==> src/rtl/amdn_pkg.sv <==
// ----------------------------------------------------------------------------
// amdn_pkg
// Shared widths, codes and word types of the multigraph adjacency matrix unit.
// ----------------------------------------------------------------------------
package amdn_pkg;

  // default sizes of the matrix and of the command queue
  localparam int MAX_VERT_DEF    = 32;
  localparam int COUNT_BITS_DEF  = 8;
  localparam int QUEUE_DEPTH_DEF = 2;

  // fixed field widths
  localparam int VERT_W     = 6;
  localparam int REQ_W      = 2;
  localparam int VALUE_W    = 13;
  localparam int STATUS_W   = 2;
  localparam int RESULT_CAP = 32;

  localparam logic [VERT_W-1:0]  VC_RESET  = 6'd32;
  localparam logic [VALUE_W-1:0] VALUE_MAX = 13'h1fff;

  // request codes on the input channel
  localparam logic [REQ_W-1:0] REQ_CLEAR  = 2'd0;
  localparam logic [REQ_W-1:0] REQ_ADD    = 2'd1;
  localparam logic [REQ_W-1:0] REQ_DEGREE = 2'd2;
  localparam logic [REQ_W-1:0] REQ_NEIGH  = 2'd3;

  // status codes on the result channel
  localparam logic [STATUS_W-1:0] ST_OK    = 2'd0;
  localparam logic [STATUS_W-1:0] ST_EMPTY = 2'd1;
  localparam logic [STATUS_W-1:0] ST_RANGE = 2'd2;

  // classified command handed from the front to the back
  typedef enum logic [2:0] {
    CMD_CLEAR,
    CMD_ADD,
    CMD_DEGREE,
    CMD_NEIGH,
    CMD_RANGE
  } cmd_op_t;

  typedef struct packed {
    cmd_op_t             op;
    logic [VERT_W-1:0]   vert_a;
    logic [VERT_W-1:0]   vert_b;
  } cmd_t;

  typedef struct packed {
    logic [VALUE_W-1:0]  value;
    logic [STATUS_W-1:0] status;
    logic                last;
  } result_t;

endpackage

==> src/rtl/amdn_queue.sv <==
// ----------------------------------------------------------------------------
// amdn_queue
// Short command queue between the front and the back.
// ----------------------------------------------------------------------------
module amdn_queue #(
  parameter int DEPTH = amdn_pkg::QUEUE_DEPTH_DEF
) (
  input  logic           clk,
  input  logic           rst_n,
  input  logic           push,
  input  amdn_pkg::cmd_t push_word,
  output logic           full,
  input  logic           pop,
  output amdn_pkg::cmd_t pop_word,
  output logic           empty
);
  import amdn_pkg::*;

  localparam int PW = $clog2(DEPTH);
  localparam int CW = $clog2(DEPTH + 1);

  cmd_t           slots [DEPTH];
  logic [PW-1:0]  wr_ptr_r, wr_ptr_nxt;
  logic [PW-1:0]  rd_ptr_r, rd_ptr_nxt;
  logic [CW-1:0]  count_r, count_nxt;
  logic           do_push;
  logic           do_pop;

  assign full     = (count_r == CW'(DEPTH));
  assign empty    = (count_r == '0);
  assign do_push  = push && !full;
  assign do_pop   = pop && !empty;
  assign pop_word = slots[rd_ptr_r];

  always_comb begin
    wr_ptr_nxt = wr_ptr_r;
    rd_ptr_nxt = rd_ptr_r;
    count_nxt  = count_r;
    if (do_push) begin
      wr_ptr_nxt = (wr_ptr_r == PW'(DEPTH - 1)) ? '0 : wr_ptr_r + PW'(1);
    end
    if (do_pop) begin
      rd_ptr_nxt = (rd_ptr_r == PW'(DEPTH - 1)) ? '0 : rd_ptr_r + PW'(1);
    end
    if (do_push && !do_pop) begin
      count_nxt = count_r + CW'(1);
    end else if (do_pop && !do_push) begin
      count_nxt = count_r - CW'(1);
    end
  end

  always_ff @(posedge clk) begin
    if (do_push) begin
      slots[wr_ptr_r] <= push_word;
    end
    if (!rst_n) begin
      wr_ptr_r <= '0;
      rd_ptr_r <= '0;
      count_r  <= '0;
    end else begin
      wr_ptr_r <= wr_ptr_nxt;
      rd_ptr_r <= rd_ptr_nxt;
      count_r  <= count_nxt;
    end
  end

endmodule

==> config.mk <==
export PLATFORM = sky130hd
export DESIGN_NAME = amdn_queue
export DESIGN_NICKNAME = d
export VERILOG_FILES = /design/src/rtl/amdn_pkg.sv /design/src/rtl/amdn_queue.sv
export SDC_FILE = /design/constraint.sdc
export NUM_CORES = 1
export LEC_CHECK = 0
export BUFFER_PORTS_ARGS = -buffer_cell sky130_fd_sc_hd__buf_2
export CELL_PAD_IN_SITES_DETAIL_PLACEMENT = 0
export CELL_PAD_IN_SITES_GLOBAL_PLACEMENT = 1
export CORE_ASPECT_RATIO = 1.25
export CORE_UTILIZATION = 45
export CTS_CLUSTER_DIAMETER = 40
export DETAILED_ROUTE_END_ITERATION = 16
export PLACE_DENSITY = 0.8
export SYNTH_ARGS = -nofsm -noshare
export SYNTH_HDL_FRONTEND = slang
export SYNTH_SLANG_ARGS = --single-unit
export TNS_END_PERCENT = 30
==> constraint.sdc <==
create_clock -name clk -period 4 [get_ports clk]
set_input_delay 1.2 -clock clk [delete_from_list [all_inputs] [get_ports clk]]
set_output_delay 1.2 -clock clk [all_outputs]
set_load 0.05 [all_outputs]
==> results of run 1 <==
sequential cells by signal (all words and copies together), names as in the netlist, named ones only:
| register | count |
|---|---|
| rd_ptr_r | 1 |
| count_r | 2 |
| slots | 30 |
| wr_ptr_r | 1 |
worst paths after layout:
kind / slack, ns / depth (start not counted) / to
worst min-delay path: 0.53 / 2 / count_r[1]
worst min register to register: 0.53 / 2 / count_r[1]
worst max register to register: 2.41 / 6 / count_r[1]
worst max-delay path: 1.10 / 2 / pop_word[1]
power breakdown:
part	internal [mW]	switching (mW)	total, mW
clock network	0.0650	0.102	0.167
registers	0.462	0.0426	0.505
logic	0.139	0.307	0.447
area by class of cell:
class                      instances  area [um^2]
fill                             246         1150
sequential                        35         1000
multi-input combinational         33          295
timing repair buffer              36          183
tap                               34         42.5
clock buffer                       6         41.3
clock inverter                     2         7.51
inverter                           2         7.51
cell families (layout without fill, tap and decap cells):
family	after synthesis	in the layout
buf+inv	4	46
flops	35	35
fa+ha+maj	1	1
simple gates	9	9
compound gates	5	5
xor+xnor	3	3
mux	15	15
synthesized netlist by cell type (all sizes together):
cell,count,area (um^2)
and3,1,6.26
inv,2,7.50
and2,3,18.8
mux2,15,169
dfxtp,5,100
edfxtp,30,901
nor2,2,7.51
xnor2,2,17.5
nand2b,1,6.26
buf,2,12.5
or3,1,6.26
a21boi,2,15.0
ha,1,12.5
xor2,1,8.76
o21ai,2,10.0
o21a,1,7.51
nor3,1,10.0
per-layer routing:
metal  up-vias  GRT usage, %  part of all wire, %
li1        352             -                    -
met5         -             0                    0
met3         8          5.35                  6.3
met4         0          8.33                  2.0
met1       341          13.4                   39
met2        25          25.3                   53
through the flow:
stage | std cells | setup WS (ns) | power [mW]
2_1_floorplan | 72 | 1.68 | 0.872
3_3_place_gp | 140 | 1.43 | 0.954
3_5_place_dp | 140 | 1.43 | 0.965
4_1_cts | 148 | 1.05 | 1.13
5_1_grt | 148 | 1.01 | 1.17
6_report | 148 | 1.10 | 1.12
critical path, cell delays in order (launching register included):
cell and delay, ns:
dfxtp_1 0.75, mux2_2 0.42, buf_2 0.21
==> metrics, run 1 <==
Crit path required time 2.80 ns; Detailed Route Iter0 Violations 24; VDD IR max 0.492 mV; Worst EP arrival 1.70 ns; die footprint 0.00315 mm^2; setup violators final 0; Max Clk Rate 345 MHz; Nets 133; Syn Std Cell Area 0.00132 mm^2; worst hold slack 0.532 ns; drt first pass iters 4; Routed WL 2.01 mm; grt ovf 0; crit path kind flip-flop to primary output; Synth Area in XOR/XNOR 2.00%; clk root buf clkbuf_4; post-CTS setup buffers 0; Mapped Nets 92; CTS tree done; global-route wire length before repair 3.16 mm; Hold Buf Count CTS 0; fin crit share 72.5%; Residual DRC 0; DR vias/cell 4.91; Synth Register Bits 35; Syn-to-layout area delta 19.9%; commonest cells after routing, fill and taps aside buf_2 (35), edfxtp_1 (30), mux2_2 (15), dfxtp_1 (5), clkbuf_4 (5); layout cell share with drive strength beyond 1 50.9%; GRT Resource Usage Total 14.3%; Crit Reg-Reg Startpoint count_r[0]; I/O pin count 36; final core utilization 57.7%; die height 62.5 um; commonest non-fill, non-tap cell in the layout buf_2; post-route setup TNS 0 ns; CTS buffer count 5; yosys warns 0; Adder-Cell Fraction of Synth Area 0.951%; PD cells 709 mW/mm^2; Bufs on Longest Clock Path 2; crit path capture type primary output; Tmin final 2.90 ns; vias in the first global route 727; Cells after Synth 72; Vias 726; ANT nets after route 0; RSZ-0062 raised after global routing false; routed wire length per instance 13.5 um; Clock Skew 0.00359 ns; clk sinks 35; dpl cell area 0.00153 mm^2; Slew headroom 55.4%; status complete, no violations; clk slew on worst S/H paths 0.09 ns; area fraction in compound gates after synthesis 2.47%; post_cts resized 0; mux contribution to synthesized area 12.8%; Hold Crit Start count_r[1]; worst-path fanout max 15; Mean Syn Cell Area 18.3 um^2; Clock Latency Late Sink 0.32 ns; starting density of the core 48.2%; MaxCap Viol Count 0; cell area after layout 0.00158 mm^2; htree depth 2; final hold violation count 0; initial antenna violation count 0; largest family of logic cells by synthesized area multiplexers; CP startpoint kind flip-flop; final max-slew violation count 0; Core ar. 0.00273 mm^2; Synth Area in Simple Gates 4.18%; antenna diode count 0; Worst Hold Class flip-flop to flip-flop; final HPWL from detailed placement 1.44 mm; Cell Rows 21; static leakage 0.608 nW; PortBufs 35; register area share after synthesis 76.0%; worst-margin pin slew 0.670 ns; GP Congestion 0.610; largest net degree at the start of global routing 16; Netlist cell types 21; DIE WIDTH 50.4 um
Power figures use the tool's default switching activity.
==> inputs of run 2 (changes only) <==
--- a/config.mk
+++ b/config.mk
@@ -9,10 +9,10 @@
 export CELL_PAD_IN_SITES_DETAIL_PLACEMENT = 0
 export CELL_PAD_IN_SITES_GLOBAL_PLACEMENT = 1
 export CORE_ASPECT_RATIO = 1.25
-export CORE_UTILIZATION = 45
+export CORE_UTILIZATION = 41
 export CTS_CLUSTER_DIAMETER = 40
 export DETAILED_ROUTE_END_ITERATION = 16
-export PLACE_DENSITY = 0.8
+export PLACE_DENSITY = 0.74
 export SYNTH_ARGS = -nofsm -noshare
 export SYNTH_HDL_FRONTEND = slang
 export SYNTH_SLANG_ARGS = --single-unit
==> constraint.sdc (replaced) <==
create_clock -name clk -period 2.7 [get_ports clk]
set_input_delay 0.81 -clock clk [delete_from_list [all_inputs] [get_ports clk]]
set_output_delay 0.81 -clock clk [all_outputs]
set_load 0.05 [all_outputs]
==> run 2 against run 1 <==
Sequential power grew 48%. Flip-flop and latch count stayed put. Die area rose by 9.4%. Combinational power is 48% higher. Critical endpoint is now pop_word[8]. Sequential share of layout area fell by 0.10 points. Cell count is 1.4% higher. First-iteration DRC count is 29% lower. Hold slack better by 0.0018 ns.
==> metrics, run 2 (synthesis results as in run 1) <==
Max Clk Rate 398 MHz; PD cells 1050 mW/mm^2; die footprint 0.00344 mm^2; post-CTS setup buffers 0; Bufs on Longest Clock Path 2; largest net degree at the start of global routing 16; Syn-to-layout area delta 20.1%; Largest regs slots (30), count_r (2); Slew headroom 51.0%; Cell Rows 22; commonest cells after routing, fill and taps aside buf_2 (35), edfxtp_1 (30), mux2_2 (15), dfxtp_1 (5), clkbuf_4 (5); hold depth 2; GP Congestion 0.623; CTS buffer count 5; Crit Reg-Reg Startpoint count_r[0]; status complete, no violations; clk slew on worst S/H paths 0.09 ns; I/O pin count 36; Worst R2R Path Depth 4; starting density of the core 43.9%; GRT Resource Usage Total 14.9%; Largest register FFs 30; worst-path fanout max 15; slowest cell on the critical path dfxtp_1; die height 65.4 um; Worst Hold Path EP count_r[1]; r2r setup slk 1.00 ns; clk root buf clkbuf_4; Clock Skew 0.0102 ns; grt ovf 0; clk sinks 35; Nets 133; worst-path cell chain mux2_2 > buf_2; static leakage 0.608 nW; area of the multi-input gates 295 um^2; Worst Hold Class flip-flop to flip-flop; htree depth 2; CP startpoint kind flip-flop; crit path kind flip-flop to primary output; global-route wire length before repair 3.37 mm; Vias 725; Residual DRC 0; final core utilization 52.7%; final max-slew violation count 0; RSZ-0062 raised after global routing false; post-route setup TNS 0 ns; worst-margin pin slew 0.735 ns; R2R Path End slots[0][11]; crit path capture type primary output; Hold Crit Start count_r[1]; CTS tree done; final HPWL from detailed placement 1.54 mm; fill count 279; Worst path max stage delay 0.75 ns; antenna diode count 0; Crit path required time 1.89 ns; PortBufs 35; initial antenna violation count 0; Detailed Route Iter0 Violations 17; post_cts resized 0; routed wire length per instance 14.1 um; Hold Buf Count CTS 0; Worst EP arrival 1.70 ns; ANT nets after route 0; fin crit share 93.0%; MaxCap Viol Count 0; setup violators final 0; Clock Latency Late Sink 0.33 ns; vias in the first global route 740; DIE WIDTH 52.7 um; VDD IR max 0.527 mV; layout cell share with drive strength beyond 1 50.9%; DR vias/cell 4.83; commonest non-fill, non-tap cell in the layout buf_2; register area 0.00100 mm^2; Core ar. 0.00300 mm^2; drt first pass iters 4; final hold violation count 0; Biggest register slots; Routed WL 2.12 mm; Tmin final 2.51 ns
==> run 2: cell counts in the layout (fill, tap and decap cells not counted) <==
No cell type changed its count.
==> run 2: power breakdown <==
group | internal (mW) | switching (mW) | total, mW
Combinational | 0.207 | 0.456 | 0.663
Clock | 0.0963 | 0.158 | 0.254
Sequential | 0.685 | 0.0632 | 0.748
==> run 2: layer usage <==
| layer | GRT usage, % | part of all wire, % | vias to the layer above |
|---|---|---|---|
| met5 | 0 | 0 | - |
| met4 | 7.89 | 1.5 | 0 |
| met3 | 7.18 | 6.8 | 4 |
| met2 | 25.5 | 55 | 27 |
| met1 | 14.4 | 37 | 344 |
| li1 | - | - | 350 |
==> run 2: worst max path at each step <==
stage,startpoint,depth (start not counted),endpoint,slack [ns]
after detailed placement,flip-flop,2,pop_word[10],0.51
final,flip-flop,2,pop_word[8],0.19
after CTS,flip-flop,2,pop_word[10],0.14
after floorplan,push,2,slots[0][0],0.77
after global routing,flip-flop,2,pop_word[1],0.06
after global placement,flip-flop,2,pop_word[10],0.52
==> run 2: layout make-up <==
cell class / instances / share of cell area (%)
clock inverter: 2 / 0.475
inverter: 2 / 0.475
multi-input combinational: 33 / 18.7
tap: 36 / 2.85
timing repair buffer: 36 / 11.6
sequential: 35 / 63.3
clock buffer: 6 / 2.61
==> run 2: per-stage QoR <==
stage / power [mW] / std cells / instance area (um^2) / hold slack [ns] / setup slack [ns]
floorplan: 1.29 / 72 / 1320 / 0.483 / 0.773
global placement: 1.42 / 142 / 1530 / 0.501 / 0.518
detailed placement: 1.43 / 142 / 1530 / 0.517 / 0.509
CTS: 1.68 / 150 / 1580 / 0.535 / 0.138
global route: 1.75 / 150 / 1580 / 0.565 / 0.0601
finish: 1.66 / 150 / 1580 / 0.534 / 0.189
==> run 2: worst max-delay path: cells and delay by family (launching register included) <==
kind / cells / cell delay [ns]
flops: 1 / 0.75
mux: 1 / 0.41
buf+inv: 1 / 0.21
