$ cat src/rtl/amdn_pkg.sv
// ----------------------------------------------------------------------------
// amdn_pkg
// Shared widths, codes and word types of the multigraph adjacency matrix unit.
// ----------------------------------------------------------------------------
package amdn_pkg;

  // default sizes of the matrix and of the command queue
  localparam int MAX_VERT_DEF    = 32;
  localparam int COUNT_BITS_DEF  = 8;
  localparam int QUEUE_DEPTH_DEF = 2;

  // fixed field widths
  localparam int VERT_W     = 6;
  localparam int REQ_W      = 2;
  localparam int VALUE_W    = 13;
  localparam int STATUS_W   = 2;
  localparam int RESULT_CAP = 32;

  localparam logic [VERT_W-1:0]  VC_RESET  = 6'd32;
  localparam logic [VALUE_W-1:0] VALUE_MAX = 13'h1fff;

  // request codes on the input channel
  localparam logic [REQ_W-1:0] REQ_CLEAR  = 2'd0;
  localparam logic [REQ_W-1:0] REQ_ADD    = 2'd1;
  localparam logic [REQ_W-1:0] REQ_DEGREE = 2'd2;
  localparam logic [REQ_W-1:0] REQ_NEIGH  = 2'd3;

  // status codes on the result channel
  localparam logic [STATUS_W-1:0] ST_OK    = 2'd0;
  localparam logic [STATUS_W-1:0] ST_EMPTY = 2'd1;
  localparam logic [STATUS_W-1:0] ST_RANGE = 2'd2;

  // classified command handed from the front to the back
  typedef enum logic [2:0] {
    CMD_CLEAR,
    CMD_ADD,
    CMD_DEGREE,
    CMD_NEIGH,
    CMD_RANGE
  } cmd_op_t;

  typedef struct packed {
    cmd_op_t             op;
    logic [VERT_W-1:0]   vert_a;
    logic [VERT_W-1:0]   vert_b;
  } cmd_t;

  typedef struct packed {
    logic [VALUE_W-1:0]  value;
    logic [STATUS_W-1:0] status;
    logic                last;
  } result_t;

endpackage

$ cat src/rtl/amdn_if.sv
// ----------------------------------------------------------------------------
// amdn_if
// Valid/ready channels of the adjacency matrix unit: request and result words.
// ----------------------------------------------------------------------------
interface amdn_in_if;
  import amdn_pkg::*;

  logic              valid;
  logic              ready;
  logic [REQ_W-1:0]  req_type;
  logic [VERT_W-1:0] vertex_a;
  logic [VERT_W-1:0] vertex_b;

  modport source (output valid, output req_type, output vertex_a, output vertex_b,
                  input ready);
  modport sink   (input valid, input req_type, input vertex_a, input vertex_b,
                  output ready);
endinterface


$ cat src/rtl/amdn_front.sv
// ----------------------------------------------------------------------------
// amdn_front
// Takes request words, checks the vertices against the active count and
// pushes one classified command into the queue.
// ----------------------------------------------------------------------------
module amdn_front (
  amdn_in_if.sink                  in_chan,
  input  logic [amdn_pkg::VERT_W-1:0] nv,
  input  logic                     init_done,
  input  logic                     q_full,
  output logic                     q_push,
  output amdn_pkg::cmd_t           q_word
);
  import amdn_pkg::*;

  logic a_ok;
  logic b_ok;

  assign a_ok = (in_chan.vertex_a != '0) && (in_chan.vertex_a <= nv);
  assign b_ok = (in_chan.vertex_b != '0) && (in_chan.vertex_b <= nv);

  // no word is taken while the matrix is being swept after reset
  assign in_chan.ready = !q_full && init_done;
  assign q_push        = in_chan.valid && in_chan.ready;

  always_comb begin
    q_word.vert_a = in_chan.vertex_a;
    q_word.vert_b = in_chan.vertex_b;
    case (in_chan.req_type)
      REQ_CLEAR:  q_word.op = CMD_CLEAR;
      REQ_ADD:    q_word.op = (a_ok && b_ok) ? CMD_ADD : CMD_RANGE;
      REQ_DEGREE: q_word.op = a_ok ? CMD_DEGREE : CMD_RANGE;
      REQ_NEIGH:  q_word.op = a_ok ? CMD_NEIGH : CMD_RANGE;
      default:    q_word.op = CMD_RANGE;
    endcase
  end

endmodule

$ cat src/flat_wrapper.sv
// flat-port wrapper written by rule: the top's interface ports become plain ports
module amdn_front_flat import amdn_pkg::*;
  (nv, init_done, q_full, q_push, q_word, in_chan_valid, in_chan_req_type, in_chan_vertex_a, in_chan_vertex_b, in_chan_ready);
  amdn_in_if in_chan_i ();
  input  logic [amdn_pkg::VERT_W-1:0] nv;
  input  logic init_done;
  input  logic q_full;
  output logic q_push;
  output amdn_pkg::cmd_t q_word;
  input wire logic [$bits(in_chan_i.valid)-1:0] in_chan_valid;
  input wire logic [$bits(in_chan_i.req_type)-1:0] in_chan_req_type;
  input wire logic [$bits(in_chan_i.vertex_a)-1:0] in_chan_vertex_a;
  input wire logic [$bits(in_chan_i.vertex_b)-1:0] in_chan_vertex_b;
  output wire logic [$bits(in_chan_i.ready)-1:0] in_chan_ready;
  assign in_chan_i.valid = in_chan_valid;
  assign in_chan_i.req_type = in_chan_req_type;
  assign in_chan_i.vertex_a = in_chan_vertex_a;
  assign in_chan_i.vertex_b = in_chan_vertex_b;
  assign in_chan_ready = in_chan_i.ready;
  amdn_front u_core (.in_chan(in_chan_i), .nv(nv), .init_done(init_done), .q_full(q_full), .q_push(q_push), .q_word(q_word));
endmodule
$ cat config.mk
export PLATFORM = sky130hd
export DESIGN_NAME = amdn_front_flat
export DESIGN_NICKNAME = d
export VERILOG_FILES = /design/src/rtl/amdn_pkg.sv /design/src/rtl/amdn_if.sv /design/src/rtl/amdn_front.sv /design/src/flat_wrapper.sv
export SDC_FILE = /design/constraint.sdc
export NUM_CORES = 1
export LEC_CHECK = 0
export ABC_AREA = 1
export ABC_CLOCK_PERIOD_IN_PS = 1900
export BUFFER_PORTS_ARGS = -buffer_cell sky130_fd_sc_hd__buf_2
export CORE_MARGIN = 5
export CORE_UTILIZATION = 31
export DETAILED_ROUTE_END_ITERATION = 12
export PLACE_DENSITY = 0.66
export SLEW_MARGIN = 25
export SYNTH_ARGS = -nofsm -noshare
export SYNTH_HDL_FRONTEND = slang
export SYNTH_SLANG_ARGS = --single-unit
$ cat constraint.sdc
create_clock -name vclk -period 1.9
set_clock_uncertainty 0.2 [all_clocks]
set_input_delay 0.38 -clock vclk [all_inputs]
set_output_delay 0.38 -clock vclk [all_outputs]
set_load 0.03 [all_outputs]
==> results_dict.tcl, run 1 <==
set metrics [dict create \
    status "finished with violations" \
    io_buffers 40 \
    syn_avg_cell_area_um2 6.09 \
    p_per_area_mw_per_mm2 298 \
    post-cts-setup-buffers 0 \
    fmax_mhz 468 \
    layout.nets 162 \
    antennaDiodeCount 0 \
    wl_per_cell_um 11.8 \
    place_congestion 0.808 \
    cp.required_ns 1.32 \
    slew_violations 0 \
    crit_type "input pin to output pin" \
    setup_ws_ns -0.236 \
    period_share_pct 112 \
    die_w_um 50.4 \
    fin_util_pct 70.5 \
    num_io_pins 40 \
    p_sw_share_pct 51.0 \
    worst_slew_pin_slew_ns 0.317 \
    drtPass1Iterations 4 \
    maxCapViolCount 0 \
    hpwl_um 1320 \
    syn-cell-area_um2 505 \
    sequentialPowerShare_pct 0 \
    core_area_mm2 0.00152 \
    die_h_um 50.4 \
    relSlewSlack_pct 78.7 \
    synth_top_area_share_pct 29.7 \
    ant_nets 0 \
    endpoint_kind "output pin" \
    grt_pass1_vias 618 \
    yosys.cell_types.count 16 \
    synth_cells 83 \
    nFillCells 112 \
    multi_input_area_um2 548 \
    drive_gt1_share_pct 68.8 \
    leakagePower_nw 0.554 \
    ys_top_cells_by_count "nand2_1, inv_1, buf_4, ha_1, nor2_1" \
    gr-total-overflow 0 \
    hp-class "input pin to output pin" \
    via_per_inst 4.60 \
    drt_iter0_markers 3 \
    finalSetupViolCount 3 \
    die_area_mm2 0.00254 \
    crit_chain "buf_4 -> ha_4 -> nand2_4 -> nor2_4 -> nand2_2 -> nand3_2 -> a21oi_4 -> buf_6 -> a21oi_4 -> buf_6" \
    synthToLayoutAreaGrowth_pct 113 \
    yosysMostFrequentCell "nand2_1" \
    crit_arrival_ns 1.56 \
    synthTopCellsByArea "ha_1, buf_4, nand2_1" \
    hold_viol 0 \
    track_usage_pct 12.5 \
    violations "negative setup slack" \
    initial_utilization_pct 33.2 \
    ir_drop_mv 0.133 \
    p_int_mw 0.157 \
    design.seq.count 0 \
    clockBufferCount 0 \
    cp-start-kind "input pin" \
    regArea_um2 0 \
    rsz0062_at_grt "yes" \
    cp_top_family "buffers and inverters" \
    netSwitchingPower_mw 0.164 \
    timing.final.crit_period_ns 2.14 \
    cp.buffers_inverters 3 \
    vias 648 \
    syn_nets 118 \
    place_ws_ns -0.425 \
    p_comb_share_pct 100.0 \
    clockPowerShare_pct 0 \
    yosys_warnings 0 \
    drc 0 \
    power_mw 0.321 \
    grt_pass1_wl_um 2660 \
    crit_slowest_cell "ha_4" \
    fp-row-count 14 \
    drt-total-wl_um 1670 \
    cp_max_fo 3 \
    antenna_found_initial 0 \
    ys_seq_area_share_pct 0 \
    grt_max_degree 4 \
    synth_top_area_cell "ha_1" \
    slowest_delay_ns 0.27 \
]
==> metrics by stage <==
stage	TNS, ns	cell area (um2)	hold slack (ns)	cells
after floorplan	-0.155	623	0.672	83
after global placement	-1.00	858	0.846	141
after detailed placement	-1.09	858	0.855	141
after CTS	-0.587	1030	0.856	141
after global routing	-0.833	1070	0.875	141
final	-0.621	1070	0.853	141
==> worst min-delay path, cell delays in order <==
cell and delay [ns]:
buf_2 0.09, nor2_1 0.04, buf_2 0.16
==> kinds of logic (layout without fill, tap and decap cells) <==
kind of cell	after synthesis	count (layout)	synth area share, %
fa+ha+maj	12	12	29.7
buf+inv	29	71	30.4
compound gates	5	5	6.19
simple gates	37	37	33.7
==> cell usage in the layout (no fill, tap or decap) <==
master / count
buf_6: 12
inv_2: 1
ha_1: 2
nand2_4: 3
nor3b_1: 1
nand3_2: 2
a21oi_1: 2
inv_12: 1
a21oi_4: 2
buf_2: 25
and2_4: 1
buf_8: 3
nand3_1: 3
inv_6: 4
nor2_4: 3
ha_4: 10
nand2_1: 11
nand2_2: 5
nor3_1: 1
inv_1: 11
buf_4: 14
o21bai_1: 1
nor2_1: 7
==> power groups by stage <==
stage / combinational (mW) / clock [mW] / sequential, mW
floorplan: 0.171 / 0 / 0
global placement: 0.247 / 0 / 0
detailed placement: 0.252 / 0 / 0
CTS: 0.300 / 0 / 0
global route: 0.349 / 0 / 0
finish: 0.321 / 0 / 0
==> final timing paths <==
kind	startpoint	slack, ns	end	cells past startpoint
min	q_full	0.85	in_chan_ready	3
max	in_chan_vertex_a[3]	-0.24	q_word[14]	10
==> metal layers <==
layer  vias up  share of wire (%)  wire length [um]  global-route usage, %
met5         -                  0                 0                      0
met4         0                  0                 0                  0.426
met3         0                7.9               131                   1.78
met2        23                 58               968                   25.5
met1       292                 34               567                   14.0
li1        333                  -                 -                      -
==> final cells by class <==
cell class	instances	share of cell area [%]
Timing Repair Buffer	54	38.2
Multi-Input combinational cell	54	51.0
Tap cell	16	1.86
Inverter	17	8.96
==> what timing repair did <==
item                       4_1_cts  5_1_grt
hold endpoints to repair         0        0
hold buffers                     0        0
gates resized for setup         34       13
pin swaps                       20       11
setup endpoints to repair        3        3
No activity file was read; power rests on OpenSTA's default activity.
==> inputs of run 2 (changes only) <==
SETUP_SLACK_MARGIN = 0.3   (was default)
==> run 2 against run 1 <==
- the run still ends with negative setup slack left
- non-clock buffer count unchanged
- die area unchanged
- sequential cell count is the same
- sequential share of layout area unchanged
- first-iteration DRC count fell by 67%
- combinational power decreased by 2%
- hold slack improved by 0.011 ns
- global-route usage decreased by 0.42 points
- maximum frequency hardly changed
- utilization fell by 1.2 points
- largest power group unchanged
==> results_dict.tcl, run 2 (synthesized netlist as in run 1, its figures left out) <==
set metrics [dict create \
    hpwl_um 1330 \
    slowest_delay_ns 0.25 \
    place_ws_ns -0.418 \
    die_h_um 50.4 \
    layout_commonest_cell "buf_2" \
    ant_nets 0 \
    core_area_mm2 0.00152 \
    hold_viol 0 \
    design.seq.count 0 \
    layout.nets 162 \
    antennaDiodeCount 0 \
    drive_gt1_share_pct 71.2 \
    cp_max_fo 3 \
    die_w_um 50.4 \
    regArea_um2 0 \
    relSlewSlack_pct 78.6 \
    worst_slew_pin_slew_ns 0.319 \
    crit_chain "buf_8 -> inv_6 -> ha_4 -> inv_2 -> o21bai_1 -> nand2_2 -> nand3_2 -> a21oi_4 -> buf_6 -> a21oi_4 -> buf_6" \
    hp-class "input pin to output pin" \
    num_io_pins 40 \
    initial_utilization_pct 33.2 \
    violations "negative setup slack" \
    vias 645 \
    crit_arrival_ns 1.56 \
    slew_violations 0 \
    crit_type "input pin to output pin" \
    drt_iter0_markers 1 \
    finalSetupViolCount 3 \
    setup_ws_ns -0.237 \
    final_cell_mix "buf_2, buf_4, nand2_1, inv_1" \
    cp.buffers_inverters 5 \
    nFillCells 116 \
    multi_input_area_um2 562 \
    p_per_area_mw_per_mm2 299 \
    crit_slowest_cell "ha_4" \
    clockBufferCount 0 \
    post-cts-setup-buffers 0 \
    drt-total-wl_um 1590 \
    critPathLaunch "nv[1]" \
    drtPass1Iterations 3 \
    fin_util_pct 69.3 \
    cp_top_family "buffers and inverters" \
    period_share_pct 112 \
    cp.required_ns 1.32 \
    die_area_mm2 0.00254 \
    grt_pass1_vias 641 \
    io_buffers 40 \
    fmax_mhz 468 \
    grt_pass1_wl_um 2600 \
    gr-total-overflow 0 \
    rsz0062_at_grt "yes" \
    fin_tns_setup_ns -0.633 \
    place_congestion 0.823 \
    drc 0 \
    track_usage_pct 12.1 \
    cp-start-kind "input pin" \
    antenna_found_initial 0 \
    leakagePower_nw 0.546 \
    fp-row-count 14 \
    ir_drop_mv 0.134 \
    hp-start "q_full" \
    timing.final.crit_period_ns 2.14 \
    synthToLayoutAreaGrowth_pct 109 \
    wl_per_cell_um 11.3 \
    timing.hold.ws_ns 0.864 \
    maxCapViolCount 0 \
    via_per_inst 4.57 \
    status "finished with violations" \
    grt_max_degree 4 \
    power_mw 0.316 \
    endpoint_kind "output pin" \
]
run 2: layout make-up:
cell class,count,area share (%)
inverters,17,8.41
multi-input cells,54,53.2
repair buffers,54,36.5
well taps,16,1.90
run 2: layer usage:
layer / up-vias / global-route usage [%] / wire (um)
met2: 19 / 25.3 / 924
met3: 0 / 1.48 / 124
met5: - / 0 / 0
met1: 293 / 13.3 / 545
met4: 0 / 0 / 0
li1: 333 / - / -
run 2: path summary, 6_finish.rpt:
check	cells past startpoint	endpoint	slack, ns
setup / recovery	11	q_word[14]	-0.24
hold / removal	3	q_push	0.86
run 2: where the power goes:
group	total, mW	switching (mW)	internal (mW)
Combinational	0.316	0.164	0.153
Sequential	0	0	0
Clock	0	0	0
run 2: stage by stage:
step	instances	instance area [um2]
6_report	141	1060
5_1_grt	141	1060
4_1_cts	141	998
3_5_place_dp	141	863
3_3_place_gp	141	863
2_1_floorplan	83	628
run 2: tightest hold or removal path, stage by stage:
cell	delay, ns
buf_2	0.10
nor3b_2	0.04
buf_2	0.17
run 2: timing repair:
| action | in CTS | in global routing |
|---|---|---|
| gates resized for setup | 25 | 15 |
| hold buffers | 0 | 0 |
| endpoints found under the setup margin | 3 | 3 |
| pin swaps | 12 | 13 |
==> inputs of run 3 (changes only) <==
ABC_CLOCK_PERIOD_IN_PS = 2300   (was 1900)
clock period = 2.3 ns   (was 1.9 ns; I/O delays follow)
==> run 3 against run 2 <==
- the flow still finishes with violations (negative setup slack)
- first-iteration DRC count did not move
- routed wire length down 1.3%
- utilization rose by 0.25 points
- combinational power down 16%
- count of clock-buffer cells in the layout did not move
- via count decreased by 2.0%
- sequential share of layout area stayed put
- cell count is 0.71% lower
- die area unchanged
- hold slack better by 0.14 ns
- global-route usage shrank 0.96 points
- setup slack improved by 0.21 ns
- critical path type unchanged
- largest power group unchanged
==> results_dict.tcl, run 3 (synthesized netlist as in run 1, its figures left out) <==
set metrics [dict create \
    status "finished with violations" \
    violations "negative setup slack" \
    design.seq.count 0 \
    timing.final.crit_period_ns 2.33 \
    crit_arrival_ns 1.67 \
    hp-class "input pin to output pin" \
    drt-total-wl_um 1570 \
    regArea_um2 0 \
    die_h_um 50.4 \
    layout.nets 161 \
    endpoint_kind "output pin" \
    synthToLayoutAreaGrowth_pct 110 \
    antennaDiodeCount 0 \
    fin_util_pct 69.5 \
    grt_max_degree 4 \
    core_area_mm2 0.00152 \
    drc 0 \
    relSlewSlack_pct 75.3 \
    antenna_found_initial 0 \
    finalSetupViolCount 1 \
    grt_pass1_wl_um 2390 \
    hold_path_depth 2 \
    hpwl_um 1270 \
    nFillCells 117 \
    timing.hold.ws_ns 1.00 \
    initial_utilization_pct 33.2 \
    maxCapViolCount 0 \
    crit_chain "buf_2 -> buf_4 -> nor2_1 -> nand2_1 -> nor3_1 -> a21oi_4 -> buf_6 -> a21oi_4 -> buf_6" \
    gr-total-overflow 0 \
    slowest_delay_ns 0.30 \
    hold_viol 0 \
    io_buffers 40 \
    crit_slowest_cell "nor3_1" \
    hp-start "in_chan_vertex_b[0]" \
    track_usage_pct 11.1 \
    cp-start-kind "input pin" \
    num_io_pins 40 \
    final_cell_mix "buf_2, buf_6, buf_4, inv_1, nand2_1" \
    rsz0062_at_grt "yes" \
    grt_pass1_vias 593 \
    ctsHoldBuffers 0 \
    slew_violations 0 \
    cp.required_ns 1.64 \
    vias 632 \
    setup_ws_ns -0.0268 \
    leakagePower_nw 0.550 \
    period_share_pct 101 \
    drtPass1Iterations 2 \
    clockBufferCount 0 \
    p_per_area_mw_per_mm2 249 \
    ir_drop_mv 0.109 \
    drive_gt1_share_pct 68.5 \
    crit_type "input pin to output pin" \
    post-cts-setup-buffers 0 \
    cp_max_fo 3 \
    whs_endpoint "q_word[0]" \
    wl_per_cell_um 11.2 \
    drt_iter0_markers 1 \
    via_per_inst 4.51 \
    ant_nets 0 \
    worst_slew_pin_slew_ns 0.368 \
    place_congestion 0.806 \
    die_w_um 50.4 \
    layout_commonest_cell "buf_2" \
    fp-row-count 14 \
    fmax_mhz 430 \
    fin_tns_setup_ns -0.0268 \
    die_area_mm2 0.00254 \
]
run 3: cell count changes in the layout (fill, tap and decap cells not counted), sizes merged:
cell and delta:
buf -1
run 3: layer usage:
metal / up-vias / track usage (%) / share of wire, % / wire length, um
met5: - / 0 / 0 / 0
met4: 0 / 2.13 / 0.89 / 14
met3: 2 / 1.48 / 7.3 / 115
met2: 21 / 20.9 / 52 / 825
met1: 279 / 13.3 / 39 / 616
li1: 330 / - / - / -
run 3: worst max-delay path by stage:
stage	cells past startpoint	slack (ns)	endpoint	start
after floorplan	9	0.15	q_word[12]	nv[5]
after CTS	11	0.02	q_word[14]	nv[5]
after global routing	9	-0.13	q_word[14]	in_chan_vertex_a[3]
after global placement	12	-0.13	q_word[12]	nv[5]
final	9	-0.03	q_word[14]	in_chan_vertex_a[3]
after detailed placement	12	-0.16	q_word[12]	nv[5]
run 3: final cells by class:
type,instances,area (um2),share of cell area (%)
Timing Repair Buffer,53,393,37.1
Inverter,17,93.8,8.85
Multi-Input combinational cell,54,553,52.2
Tap cell,16,20.0,1.89
run 3: what timing repair did:
item,4_1_cts,5_1_grt
resized for setup,22,23
endpoints found under the setup margin,3,3
endpoints found under the hold margin,0,0
pin swaps,14,20
run 3: stage by stage:
stage,setup slack (ns),cell area (um2),std cells,power (mW)
3_5_place_dp,-0.155,851,140,0.206
5_1_grt,-0.127,1060,140,0.288
4_1_cts,0.0150,956,140,0.233
6_report,-0.0268,1060,140,0.264
3_3_place_gp,-0.129,851,140,0.203
2_1_floorplan,0.146,623,83,0.141
run 3: worst max-delay path: cells and delay by family:
family                 cells  cell delay [ns]
AO/OA/AOI/OAI              2             0.20
buffers and inverters      4             0.52
AND/OR/NAND/NOR            3             0.48
run 3: power by group:
group	internal, mW	switching [mW]	total, mW
sequential	0	0	0
clock	0	0	0
combinational	0.128	0.135	0.264
total	0.128	0.135	0.264
